### src/nvbb_pkg.sv
// Package with widths, codes and types shared by the voxel bounding box block.
`default_nettype none

package nvbb_pkg;

    localparam int MAX_DIM   = 1024;
    localparam int FRAC_BITS = 12;

    localparam int NUM_AXES  = 3;
    localparam int COORD_W   = $clog2(MAX_DIM);
    localparam int SIZE_W    = COORD_W + 1;
    localparam int VALUE_W   = 16;
    localparam int MARGIN_W  = 16;
    localparam int AXIS_W    = 2;
    localparam int PAD_W     = 15;
    localparam int CFG_IDX_W = 2;
    localparam int CFG_DATA_W = MARGIN_W;

    typedef logic [COORD_W-1:0] coord_t;

    typedef enum logic [AXIS_W-1:0] {
        AXIS_X = 2'd0,
        AXIS_Y = 2'd1,
        AXIS_Z = 2'd2
    } axis_e;

    typedef enum logic [CFG_IDX_W-1:0] {
        CFG_MARGIN = 2'd0,
        CFG_SIZE_X = 2'd1,
        CFG_SIZE_Y = 2'd2,
        CFG_SIZE_Z = 2'd3
    } cfg_idx_e;

    typedef struct packed {
        logic [MARGIN_W-1:0]               margin_fraction;
        logic [NUM_AXES-1:0][SIZE_W-1:0]   size;
    } cfg_t;

    typedef struct packed {
        logic                        found;
        coord_t [NUM_AXES-1:0]       lo;
        coord_t [NUM_AXES-1:0]       hi;
    } box_t;

    localparam box_t BOX_CLEAR = '{found: 1'b0, lo: '1, hi: '0};

endpackage

`default_nettype wire

### src/nvbb_if.sv
// Channel interfaces for voxel input words and axis result words.
`default_nettype none

interface nvbb_voxel_if;
    logic                          valid;
    logic                          ready;
    logic [nvbb_pkg::VALUE_W-1:0]  voxel_value;
    nvbb_pkg::coord_t              pos_x;
    nvbb_pkg::coord_t              pos_y;
    nvbb_pkg::coord_t              pos_z;
    logic                          end_of_set;

    modport source (
        output valid, voxel_value, pos_x, pos_y, pos_z, end_of_set,
        input  ready
    );
    modport sink (
        input  valid, voxel_value, pos_x, pos_y, pos_z, end_of_set,
        output ready
    );
endinterface

interface nvbb_result_if;
    logic                               valid;
    logic                               ready;
    logic [nvbb_pkg::AXIS_W-1:0]        axis;
    logic                               found;
    logic signed [nvbb_pkg::PAD_W-1:0]  padded_min;
    logic [nvbb_pkg::PAD_W-1:0]         padded_max;
    nvbb_pkg::coord_t                   clipped_min;
    nvbb_pkg::coord_t                   clipped_max;
    logic                               final_axis;

    modport source (
        output valid, axis, found, padded_min, padded_max, clipped_min, clipped_max,
               final_axis,
        input  ready
    );
    modport sink (
        input  valid, axis, found, padded_min, padded_max, clipped_min, clipped_max,
               final_axis,
        output ready
    );
endinterface

`default_nettype wire

### src/nvbb_cfg.sv
// Configuration registers: margin fraction and the three volume sizes.
`default_nettype none

module nvbb_cfg (
    input  wire logic                              clk,
    input  wire logic                              rst_n,
    input  wire logic                              cfg_we,
    input  wire logic [nvbb_pkg::CFG_IDX_W-1:0]    cfg_index,
    input  wire logic [nvbb_pkg::CFG_DATA_W-1:0]   cfg_data,
    output nvbb_pkg::cfg_t                         cfg
);

    localparam logic [nvbb_pkg::SIZE_W-1:0] SIZE_RESET = nvbb_pkg::SIZE_W'(256);

    nvbb_pkg::cfg_t cfg_reg;
    nvbb_pkg::cfg_t cfg_next;

    always_comb
    begin
        cfg_next = cfg_reg;
        if (cfg_we)
        begin
            unique case (nvbb_pkg::cfg_idx_e'(cfg_index))
                nvbb_pkg::CFG_MARGIN: cfg_next.margin_fraction = cfg_data;
                nvbb_pkg::CFG_SIZE_X:
                    cfg_next.size[0] = cfg_data[nvbb_pkg::SIZE_W-1:0];
                nvbb_pkg::CFG_SIZE_Y:
                    cfg_next.size[1] = cfg_data[nvbb_pkg::SIZE_W-1:0];
                nvbb_pkg::CFG_SIZE_Z:
                    cfg_next.size[2] = cfg_data[nvbb_pkg::SIZE_W-1:0];
                default: cfg_next = cfg_reg;
            endcase
        end
    end

    always_ff @(posedge clk or negedge rst_n)
    begin
        if (!rst_n)
        begin
            cfg_reg.margin_fraction <= '0;
            cfg_reg.size            <= {nvbb_pkg::NUM_AXES{SIZE_RESET}};
        end
        else
        begin
            cfg_reg <= cfg_next;
        end
    end

    assign cfg = cfg_reg;

endmodule

`default_nettype wire

### src/nvbb_accum.sv
// Running minimum and maximum of nonzero voxel coordinates, handed off at set end.
`default_nettype none

module nvbb_accum (
    input  wire logic          clk,
    input  wire logic          rst_n,
    nvbb_voxel_if.sink         vox,
    input  wire logic          snap_free,
    output logic               snap_load,
    output nvbb_pkg::box_t     snap_box
);

    nvbb_pkg::box_t box_reg;
    nvbb_pkg::box_t box_next;
    nvbb_pkg::box_t merged;
    nvbb_pkg::coord_t [nvbb_pkg::NUM_AXES-1:0] pos;
    logic accept;

    assign vox.ready = snap_free;
    assign accept    = vox.valid && vox.ready;
    assign pos       = {vox.pos_z, vox.pos_y, vox.pos_x};

    // The voxel flagged last still counts toward the box it closes.
    always_comb
    begin
        merged = box_reg;
        if (vox.voxel_value != '0)
        begin
            merged.found = 1'b1;
            for (int a = 0; a < nvbb_pkg::NUM_AXES; a++)
            begin
                if (pos[a] < box_reg.lo[a])
                begin
                    merged.lo[a] = pos[a];
                end
                if (pos[a] > box_reg.hi[a])
                begin
                    merged.hi[a] = pos[a];
                end
            end
        end
    end

    always_comb
    begin
        box_next = box_reg;
        if (accept)
        begin
            box_next = vox.end_of_set ? nvbb_pkg::BOX_CLEAR : merged;
        end
    end

    always_ff @(posedge clk or negedge rst_n)
    begin
        if (!rst_n)
        begin
            box_reg <= nvbb_pkg::BOX_CLEAR;
        end
        else
        begin
            box_reg <= box_next;
        end
    end

    assign snap_load = accept && vox.end_of_set;
    assign snap_box  = merged;

endmodule

`default_nettype wire

### src/nvbb_emit.sv
// Per-axis result pipeline: margin multiply, then padding, clipping and output register.
`default_nettype none

module nvbb_emit (
    input  wire logic              clk,
    input  wire logic              rst_n,
    input  wire nvbb_pkg::cfg_t    cfg,
    input  wire logic              snap_load,
    input  wire nvbb_pkg::box_t    snap_box,
    output logic                   snap_free,
    nvbb_result_if.source          res
);

    localparam int PROD_W  = nvbb_pkg::MARGIN_W + nvbb_pkg::COORD_W;
    localparam int MGN_W   = PROD_W - nvbb_pkg::FRAC_BITS;
    localparam int WIDE_W  = nvbb_pkg::PAD_W + 2;
    localparam logic signed [WIDE_W-1:0] PMIN_FLOOR = WIDE_W'(-(2 ** (nvbb_pkg::PAD_W - 1)));
    localparam logic signed [WIDE_W-1:0] PMAX_CEIL  = WIDE_W'(2 ** nvbb_pkg::PAD_W - 1);
    localparam logic [nvbb_pkg::SIZE_W-1:0] SIZE_MAX = nvbb_pkg::SIZE_W'(nvbb_pkg::MAX_DIM);

    // Snapshot of a closed box and the axis to issue next.
    logic              snap_valid_reg;
    nvbb_pkg::box_t    snap_box_reg;
    nvbb_pkg::axis_e   issue_axis_reg;
    nvbb_pkg::axis_e   issue_axis_next;

    // Margin stage.
    logic              m_valid_reg;
    nvbb_pkg::axis_e   m_axis_reg;
    logic              m_found_reg;
    nvbb_pkg::coord_t  m_lo_reg;
    nvbb_pkg::coord_t  m_hi_reg;
    logic [MGN_W-1:0]  m_margin_reg;
    nvbb_pkg::coord_t  m_lim_reg;

    // Output register.
    logic              out_valid_reg;

    logic              out_load;
    logic              m_ready;
    logic              issue;
    logic              last_issue;

    nvbb_pkg::coord_t           sel_lo;
    nvbb_pkg::coord_t           sel_hi;
    logic [nvbb_pkg::SIZE_W-1:0] sel_size;
    nvbb_pkg::coord_t           ext;
    logic [PROD_W-1:0]          product;
    nvbb_pkg::coord_t           lim;

    logic signed [WIDE_W-1:0]   pmin_w;
    logic signed [WIDE_W-1:0]   pmax_w;
    logic signed [WIDE_W-1:0]   lim_w;
    nvbb_pkg::coord_t           cmin;
    nvbb_pkg::coord_t           cmax;

    assign out_load   = !out_valid_reg || res.ready;
    assign m_ready    = !m_valid_reg || out_load;
    assign issue      = snap_valid_reg && m_ready;
    assign last_issue = issue && (issue_axis_reg == nvbb_pkg::AXIS_Z);
    assign snap_free  = !snap_valid_reg || last_issue;

    always_comb
    begin
        unique case (issue_axis_reg)
            nvbb_pkg::AXIS_X: issue_axis_next = nvbb_pkg::AXIS_Y;
            nvbb_pkg::AXIS_Y: issue_axis_next = nvbb_pkg::AXIS_Z;
            default:          issue_axis_next = nvbb_pkg::AXIS_X;
        endcase
    end

    always_ff @(posedge clk or negedge rst_n)
    begin
        if (!rst_n)
        begin
            snap_valid_reg <= 1'b0;
            issue_axis_reg <= nvbb_pkg::AXIS_X;
        end
        else if (snap_load)
        begin
            snap_valid_reg <= 1'b1;
            issue_axis_reg <= nvbb_pkg::AXIS_X;
        end
        else if (issue)
        begin
            snap_valid_reg <= !last_issue;
            issue_axis_reg <= issue_axis_next;
        end
    end

    always_ff @(posedge clk)
    begin
        if (snap_load)
        begin
            snap_box_reg <= snap_box;
        end
    end

    always_comb
    begin
        unique case (issue_axis_reg)
            nvbb_pkg::AXIS_X:
            begin
                sel_lo   = snap_box_reg.lo[0];
                sel_hi   = snap_box_reg.hi[0];
                sel_size = cfg.size[0];
            end
            nvbb_pkg::AXIS_Y:
            begin
                sel_lo   = snap_box_reg.lo[1];
                sel_hi   = snap_box_reg.hi[1];
                sel_size = cfg.size[1];
            end
            default:
            begin
                sel_lo   = snap_box_reg.lo[2];
                sel_hi   = snap_box_reg.hi[2];
                sel_size = cfg.size[2];
            end
        endcase
    end

    // The clip limit is the size clamped to [1, MAX_DIM], minus one.
    always_comb
    begin
        ext     = sel_hi - sel_lo;
        product = PROD_W'(cfg.margin_fraction) * PROD_W'(ext);
        if (sel_size == '0)
        begin
            lim = '0;
        end
        else if (sel_size > SIZE_MAX)
        begin
            lim = '1;
        end
        else
        begin
            lim = nvbb_pkg::COORD_W'(sel_size - nvbb_pkg::SIZE_W'(1));
        end
    end

    always_ff @(posedge clk or negedge rst_n)
    begin
        if (!rst_n)
        begin
            m_valid_reg <= 1'b0;
        end
        else if (m_ready)
        begin
            m_valid_reg <= issue;
        end
    end

    always_ff @(posedge clk)
    begin
        if (issue)
        begin
            m_axis_reg   <= issue_axis_reg;
            m_found_reg  <= snap_box_reg.found;
            m_lo_reg     <= sel_lo;
            m_hi_reg     <= sel_hi;
            m_margin_reg <= product[PROD_W-1:nvbb_pkg::FRAC_BITS];
            m_lim_reg    <= lim;
        end
    end

    always_comb
    begin
        pmin_w = $signed(WIDE_W'(m_lo_reg)) - $signed(WIDE_W'(m_margin_reg));
        pmax_w = $signed(WIDE_W'(m_hi_reg)) + $signed(WIDE_W'(m_margin_reg));
        lim_w  = $signed(WIDE_W'(m_lim_reg));
        if (pmin_w < PMIN_FLOOR)
        begin
            pmin_w = PMIN_FLOOR;
        end
        if (pmax_w > PMAX_CEIL)
        begin
            pmax_w = PMAX_CEIL;
        end
        cmin = pmin_w[WIDE_W-1] ? '0 : pmin_w[nvbb_pkg::COORD_W-1:0];
        cmax = (pmax_w > lim_w) ? m_lim_reg : pmax_w[nvbb_pkg::COORD_W-1:0];
        if (!m_found_reg)
        begin
            pmin_w = '0;
            pmax_w = '0;
            cmin   = '0;
            cmax   = '0;
        end
    end

    always_ff @(posedge clk or negedge rst_n)
    begin
        if (!rst_n)
        begin
            out_valid_reg <= 1'b0;
        end
        else if (out_load)
        begin
            out_valid_reg <= m_valid_reg;
        end
    end

    always_ff @(posedge clk)
    begin
        if (out_load && m_valid_reg)
        begin
            res.axis        <= m_axis_reg;
            res.found       <= m_found_reg;
            res.padded_min  <= pmin_w[nvbb_pkg::PAD_W-1:0];
            res.padded_max  <= pmax_w[nvbb_pkg::PAD_W-1:0];
            res.clipped_min <= cmin;
            res.clipped_max <= cmax;
            res.final_axis  <= (m_axis_reg == nvbb_pkg::AXIS_Z);
        end
    end

    assign res.valid = out_valid_reg;

`ifndef SYNTH
    a_snap_no_overwrite: assert property (@(posedge clk) disable iff (!rst_n)
        snap_load |-> (!snap_valid_reg || last_issue))
        else $error("box snapshot overwritten before all axes were issued");

    a_margin_stage_holds: assert property (@(posedge clk) disable iff (!rst_n)
        (m_valid_reg && !out_load) |=> (m_valid_reg && $stable(m_axis_reg)))
        else $error("margin stage lost or changed a word while stalled");

    a_empty_is_zero: assert property (@(posedge clk) disable iff (!rst_n)
        (out_valid_reg && !res.found) |->
            (res.padded_min == '0 && res.padded_max == '0 &&
             res.clipped_min == '0 && res.clipped_max == '0))
        else $error("empty box gave nonzero bounds");

    a_axis_order: assert property (@(posedge clk) disable iff (!rst_n)
        (issue && !last_issue && !snap_load) |=> (snap_valid_reg &&
            issue_axis_reg != nvbb_pkg::AXIS_X))
        else $error("axis sequence broke off before the z word");
`endif

endmodule

`default_nettype wire

### src/nonzero_voxel_bounding_box.sv
// Top level of the nonzero voxel bounding box block.
// Throughput: one voxel word per cycle, except that after each end-of-set voxel the input
// is held off while the x and y words go to the margin stage, and longer when the
// output stalls; any voxel waits then, not only an end-of-set one.
// Result order: the x result word passes the snapshot, margin stage and output registers,
// followed by the y and z words on the next cycles when the output is not stalled.
// Reset clears the box, the configuration (margin 0, sizes 256) and all valid flags.
`default_nettype none

module nonzero_voxel_bounding_box (
    input  wire logic                              clk,
    input  wire logic                              rst_n,
    input  wire logic                              cfg_we,
    input  wire logic [nvbb_pkg::CFG_IDX_W-1:0]    cfg_index,
    input  wire logic [nvbb_pkg::CFG_DATA_W-1:0]   cfg_data,
    nvbb_voxel_if.sink                             vox,
    nvbb_result_if.source                          res
);

    nvbb_pkg::cfg_t cfg;
    nvbb_pkg::box_t snap_box;
    logic           snap_load;
    logic           snap_free;

    nvbb_cfg u_cfg (
        .clk       (clk),
        .rst_n     (rst_n),
        .cfg_we    (cfg_we),
        .cfg_index (cfg_index),
        .cfg_data  (cfg_data),
        .cfg       (cfg)
    );

    nvbb_accum u_accum (
        .clk       (clk),
        .rst_n     (rst_n),
        .vox       (vox),
        .snap_free (snap_free),
        .snap_load (snap_load),
        .snap_box  (snap_box)
    );

    nvbb_emit u_emit (
        .clk       (clk),
        .rst_n     (rst_n),
        .cfg       (cfg),
        .snap_load (snap_load),
        .snap_box  (snap_box),
        .snap_free (snap_free),
        .res       (res)
    );

endmodule

`default_nettype wire

### src/flat_wrapper.sv
// flat-port wrapper written by rule: the top's interface ports become plain ports
module nonzero_voxel_bounding_box_flat 
  (clk, rst_n, cfg_we, cfg_index, cfg_data, vox_valid, vox_voxel_value, vox_pos_x, vox_pos_y, vox_pos_z, vox_end_of_set, vox_ready, res_valid, res_axis, res_found, res_padded_min, res_padded_max, res_clipped_min, res_clipped_max, res_final_axis, res_ready);
  nvbb_voxel_if vox_i ();
  nvbb_result_if res_i ();
  input  wire logic clk;
  input  wire logic rst_n;
  input  wire logic cfg_we;
  input  wire logic [nvbb_pkg::CFG_IDX_W-1:0] cfg_index;
  input  wire logic [nvbb_pkg::CFG_DATA_W-1:0] cfg_data;
  input wire logic [$bits(vox_i.valid)-1:0] vox_valid;
  input wire logic [$bits(vox_i.voxel_value)-1:0] vox_voxel_value;
  input wire logic [$bits(vox_i.pos_x)-1:0] vox_pos_x;
  input wire logic [$bits(vox_i.pos_y)-1:0] vox_pos_y;
  input wire logic [$bits(vox_i.pos_z)-1:0] vox_pos_z;
  input wire logic [$bits(vox_i.end_of_set)-1:0] vox_end_of_set;
  output wire logic [$bits(vox_i.ready)-1:0] vox_ready;
  output wire logic [$bits(res_i.valid)-1:0] res_valid;
  output wire logic [$bits(res_i.axis)-1:0] res_axis;
  output wire logic [$bits(res_i.found)-1:0] res_found;
  output wire logic [$bits(res_i.padded_min)-1:0] res_padded_min;
  output wire logic [$bits(res_i.padded_max)-1:0] res_padded_max;
  output wire logic [$bits(res_i.clipped_min)-1:0] res_clipped_min;
  output wire logic [$bits(res_i.clipped_max)-1:0] res_clipped_max;
  output wire logic [$bits(res_i.final_axis)-1:0] res_final_axis;
  input wire logic [$bits(res_i.ready)-1:0] res_ready;
  assign vox_i.valid = vox_valid;
  assign vox_i.voxel_value = vox_voxel_value;
  assign vox_i.pos_x = vox_pos_x;
  assign vox_i.pos_y = vox_pos_y;
  assign vox_i.pos_z = vox_pos_z;
  assign vox_i.end_of_set = vox_end_of_set;
  assign vox_ready = vox_i.ready;
  assign res_valid = res_i.valid;
  assign res_axis = res_i.axis;
  assign res_found = res_i.found;
  assign res_padded_min = res_i.padded_min;
  assign res_padded_max = res_i.padded_max;
  assign res_clipped_min = res_i.clipped_min;
  assign res_clipped_max = res_i.clipped_max;
  assign res_final_axis = res_i.final_axis;
  assign res_i.ready = res_ready;
  nonzero_voxel_bounding_box u_core (.clk(clk), .rst_n(rst_n), .cfg_we(cfg_we), .cfg_index(cfg_index), .cfg_data(cfg_data), .vox(vox_i), .res(res_i));
endmodule
### config.mk
export PLATFORM = sky130hd
export DESIGN_NAME = nonzero_voxel_bounding_box_flat
export DESIGN_NICKNAME = d
export VERILOG_FILES = /design/src/nvbb_pkg.sv /design/src/nvbb_if.sv /design/src/nvbb_cfg.sv /design/src/nvbb_accum.sv /design/src/nvbb_emit.sv /design/src/nonzero_voxel_bounding_box.sv /design/src/flat_wrapper.sv
export SDC_FILE = /design/constraint.sdc
export NUM_CORES = 1
export LEC_CHECK = 0
export BUFFER_PORTS_ARGS = -buffer_cell sky130_fd_sc_hd__buf_2
export CAP_MARGIN = 20
export CORE_MARGIN = 8
export CORE_UTILIZATION = 65
export DETAILED_ROUTE_END_ITERATION = 6
export GPL_TIMING_DRIVEN = 0
export PLACE_DENSITY = 0.86
export SETUP_SLACK_MARGIN = 0.2
export SYNTH_ARGS = -nofsm -noshare
export SYNTH_HDL_FRONTEND = slang
export SYNTH_HIERARCHICAL = 1
export SYNTH_SLANG_ARGS = --single-unit
### constraint.sdc
create_clock -name clk -period 17.25 [get_ports clk]
set_input_delay 3.45 -clock clk [delete_from_list [all_inputs] [get_ports clk]]
set_output_delay 3.45 -clock clk [all_outputs]
set_load 0.02 [all_outputs]
======== Word level (Yosys, flattened, before mapping) ========
Index checks and enable logic that the tools add are counted.
operators by class
  add/sub/neg operators ................... 4
  multipliers ............................. 1
  order comparisons ....................... 10
  equal/unequal tests ..................... 6
  muxes and demuxes ....................... 20
  bitwise gates (word level) .............. 1
  reductions and logical operators ........ 23
operator list
  operator                                                               count
  61-bit 2-to-1 mux                                                      2
  10-bit 2-to-1 mux                                                      8
  10-bit case mux with 2 select lines                                    2
  10-bit > comparator                                                    3
  10-bit less-than comparator                                            3
  16-bit by 10-bit multiplier with 26-bit output                         1
  11-bit case mux with 2 select lines                                    1
  17-bit by 11-bit > comparator with 1-bit output                        1
  17-bit 2-to-1 mux                                                      1
  16-bit nonzero test                                                    1
  10-bit by 14-bit adder with 15-bit output                              1
  15-bit > comparator (second input constant)                            1
  15-bit less-than comparator (second input constant)                    1
  15-bit 2-to-1 mux                                                      1
  10-bit by 14-bit subtractor with 15-bit output                         1
  11-bit > comparator (second input constant)                            1
  11-bit zero test                                                       1
  10-bit by 1-bit subtractor with 10-bit output (second input constant)  1
  10-bit subtractor                                                      1
  2-bit == test (second input constant)                                  4
  2-bit AND reduction                                                    4
  1-bit logical AND                                                      5
  2-bit by 1-bit == test with 1-bit output (second input constant)       2
  1-bit zero test                                                        4
  other kinds (8)                                                        14
word-level totals
  register bits after elaboration ......... 277
  input port bits ......................... 70
  output and inout port bits .............. 56
  logic and storage cells ................. 101

======== Depth between registers and ports, before layout ========
  depth in word-level cells ............... 9
  depth in mapped cells ................... 37
  mapped depth without buffers ............ 31

======== Hierarchy ========
Netlist, hierarchy kept.
modules (own cells, without submodules)
  module      instances  cells an instance  area each (µm²)  sequential area each (µm²)
  nvbb_emit   1          1216               12954.9          4989.8
  nvbb_accum  1          466                4774.6           1564.0
  nvbb_cfg    1          106                1850.5           1229.9

======== Worst setup path before layout ========
No wires, ideal clock.
  kind .................................... reg-to-reg
  start ................................... register u_core.u_emit.issue_axis_reg[1]
  end ..................................... register u_core.u_emit.m_margin_reg[12], data pin
  library setup time ...................... 258 ps
  arrival time ............................ 8539 ps
  required time ........................... 16992 ps
  path slack .............................. 8454 ps
  stages on the path, launching flop included .. 35
  path buffers ............................ 6
  period minus slack after synthesis ...... 8796 ps
  cell sequence ........................... dfrtp_1 -> buf_1 -> clkbuf_1 -> clkbuf_1 -> clkbuf_1 -> clkbuf_1 -> nand2_1 -> o21ai_0 -> ha_1 -> nor2b_1 -> o31ai_1 -> nand3_1 -> a31oi_1 -> o21ai_1 -> o41ai_1 -> xnor2_1 -> buf_2 -> nand2_1 -> fa_1 -> fa_1 -> inv_1 -> fa_1 -> fa_1 -> inv_1 -> fa_1 -> inv_1 -> ha_1 -> a21oi_1 -> o21ai_0 -> or3b_2 -> o221ai_1 -> o21ai_0 -> a211o_1 -> a21oi_1 -> xnor2_1
between the ends
  word-level cells in the longest chain between the ends .. 4
RTL lines
  element                                                                      RTL line          RTL
  from (decl)                                                                  nvbb_emit.sv:24   nvbb_pkg::axis_e issue_axis_reg;
  from (signal assigned)                                                       nvbb_emit.sv:77   issue_axis_reg <= nvbb_pkg::AXIS_X;
  from (signal assigned)                                                       nvbb_emit.sv:82   issue_axis_reg <= nvbb_pkg::AXIS_X;
  from (signal assigned)                                                       nvbb_emit.sv:87   issue_axis_reg <= issue_axis_next;
  2-bit by 1-bit == test with 1-bit output or 2-bit zero test (tied branches)  nvbb_emit.sv:101  unique case (issue_axis_reg)
  10-bit case mux with 2 select lines (*)                                      nvbb_emit.sv:101
  named net u_core.u_emit.sel_hi[1]                                            nvbb_emit.sv:45   nvbb_pkg::coord_t sel_hi;
  10-bit subtractor (*)                                                        nvbb_emit.sv:126  ext = sel_hi - sel_lo;
  16-bit by 10-bit multiplier with 26-bit output (*)                           nvbb_emit.sv:127  product = PROD_W'(cfg.margin_fraction) * PROD_W'(ext);
  named net u_core.u_emit.product[24]                                          nvbb_emit.sv:48   logic [PROD_W-1:0] product;
  to (signal assigned)                                                         nvbb_emit.sv:162  m_margin_reg <= product[PROD_W-1:nvbb_pkg::FRAC_BITS];
  to (decl)                                                                    nvbb_emit.sv:33   logic [MGN_W-1:0] m_margin_reg;
The timed path passes the listed nets; every way through them passes the cells marked *.
A chain may end at the register's enable or synchronous reset.

======== Final worst setup path ========
Ends and elaborated chain as after synthesis.

==> flow_summary.toml <==
[final_layout]
antenna_cells = 0
syn_to_final_growth_pct = 10.7
drive_gt1_frac = 0.165
final_nets = 2283

[synth]
async_reset_ff_frac = 0.415
syn_inst = 1788
synth_area_mm2 = 0.0196
ys_ff_latch = 277
synth_cell_types = 76
yosys.area.top_type = "edfxtp_1"
synth_top_cell_area_share = 0.248
yosysWarnings = 6
avgSynthCellArea_um2 = 11.0
synth.area.top_cells = "edfxtp_1 25%, fa_1 11%, dfrtp_1 10%"
ys_seq_area_frac = 0.398
synthesis.nets = 2125
synth_flop_cell = "edfxtp_1"
synth_edf_count = 162

[drt]
vias = 14164
dr.pass1.iters = 7
routed_wl_mm = 47.6
first_iter_violations = 1096
routed_via_density = 6.01
ant_nets = 0
wl_per_cell_um = 20.2
route.detailed.drc = 0

[setup_path]
critPathLaunchType = "flop"
worstPathMaxFanout = 10
crit_path_top_delay_cell = "xnor2_1"
timing.setup.critical_path_class = "reg2reg"
cp.arrival_ns = 11.15
rrSetupSlack_ns = 6.38
crit_top_cell = "fa_1"
r2r-end = "u_core/u_emit/m_margin_reg[12]"
cpPeakStageDelay_ns = 0.71
critical_path_buf_inv_count = 9
endpoint_kind = "flop"
timing.rr.start = "u_core/u_emit/issue_axis_reg[1]"
cp_top_family = "adder cells"
worstPathRequired_ns = 17.53
reg2reg_depth = 33

[timing]
setup_viol = 0
slew-limit-headroom = 0.359
fin_hold_ws_ns = 0.479
max_freq_mhz = 92.0
finalMaxSlewViolations = 0
fin_skew_ns = 0.0150
finalHoldViolCount = 0
post-route-period-util = 0.630
fin_crit_ns = 10.87
rsz0062_at_grt = "no"
fin_setup_tns_ns = 0
worst_slew_pin_slew_ns = 0.961

[placed_design]
hpwlAfterDp_mm = 36.9
gp_congestion = 0.930
io_buffer_count = 125

[run_status]
status = "complete, no violations"

[clocking]
htreeDepth = 1
cts_hold_buf = 0
cts.path.max_buffers = 3
clock-sinks = 277
root_buffer = "clkbuf_16"
cts_setup_buffers = 0
path_clk_slew_ns = 0.06
cts_resized = 0
cts_buffers = 29
cts_tree = "done"
insertion_delay_ns = 0.54

[floorplan]
die_h_um = 190
rows = 63
die_area_mm2 = 0.0359
core_mm2 = 0.0296
die_x_um = 190
start_util = 0.661
io_pins = 126

[global_route]
grt_pass1_vias = 14690
antenna_found_initial = 0
grt_usage = 0.265
gr-total-overflow = 0
grt_max_degree = 74
grt_pass1_wl_mm = 76.4

[min_path]
hold_depth = 0
min-delay-start = "u_core/u_emit/issue_axis_reg[0]"
hp-class = "reg2reg"
worst_hold_path.endpoint = "u_core/u_emit/m_axis_reg[0]"

[flow_run]
max_cap_viol_count = 0
[cell families (layout without fill, tap and decap cells)]
logic type | count (synthesis) | after routing | synth area share
AOI/OAI and AO/OA | 250 | 250 | 0.0944
xor gates and xnor gates | 48 | 48 | 0.0215
adders and majority gates | 271 | 271 | 0.216
buffers and inverters | 349 | 529 | 0.0728
DFF | 277 | 277 | 0.398
muxes | 158 | 158 | 0.0862
and+or+nand+nor | 435 | 435 | 0.112
[Yosys cell counts (28+ instances only)]
master,count
nand2_1,164
and2_1,77
a21oi_1,49
ha_1,155
a32oi_1,28
clkbuf_1,41
o21ai_0,47
inv_1,277
fa_1,112
nor2_1,60
xnor2_1,32
dfrtp_1,82
mux2_2,53
edfxtp_1,162
mux2i_1,97
dfstp_2,33
[area by class of cell]
class                   instances  area (µm²)
well taps                     390         488
clock inverters                17         160
inverters                     277        1040
clock buffers                  36         772
plain buffers                  72         389
multi-input cells            1162       10400
flip-flops and latches        277        7780
repair buffers                127         676
fillers                      1976        7960
[worst max-delay path by stage]
stage                                                from                        endpoint  cells past startpoint
after detailed placement  u_core/u_emit/issue_axis_reg[1]  u_core/u_emit/m_margin_reg[12]                     34
after global placement    u_core/u_emit/issue_axis_reg[1]  u_core/u_emit/m_margin_reg[12]                     32
final                     u_core/u_emit/issue_axis_reg[1]  u_core/u_emit/m_margin_reg[12]                     33
after floorplan           u_core/u_emit/issue_axis_reg[1]  u_core/u_emit/m_margin_reg[12]                     34
after CTS                 u_core/u_emit/issue_axis_reg[1]  u_core/u_emit/m_margin_reg[12]                     34
after global routing      u_core/u_emit/issue_axis_reg[1]  u_core/u_emit/m_margin_reg[12]                     33
[stage by stage]
stage	instances	cell area, µm²	setup WS, ns	util
after global placement	2303	20700	6.80	0.698
after global routing	2358	21700	5.70	0.732
after detailed placement	2305	20700	6.57	0.700
after CTS	2358	21700	6.54	0.732
after floorplan	1788	19600	8.45	-
final	2358	21700	6.38	0.732
[metal layers]
metal,wire (µm),up-vias,global-route usage
met1,18700,6942,0.336
met3,4290,117,0.0509
met2,23000,680,0.452
li1,-,6425,-
met5,0,-,0
met4,1600,0,0.0908
[layout by cell type, fill, tap and decap left out, drive strengths merged, types with 26 or more instances in the layout]
cell type  synthesis  final
dfstp             33     33
nand2            167    167
dfrtp             82     82
clkbuf            41     77
and2              77     77
o21ai             52     52
edfxtp           162    162
nand2b            26     26
mux2i             97     97
a32oi             28     28
a21oi             55     55
buf               31    158
fa               112    112
ha               155    155
inv              277    277
nor2              62     62
o32ai             27     27
mux2              61     61
xnor2             32     32
Power is left out: the tool's default activity adds up to more than one toggle a clock period on the data nets, which glitch-free logic cannot reach.
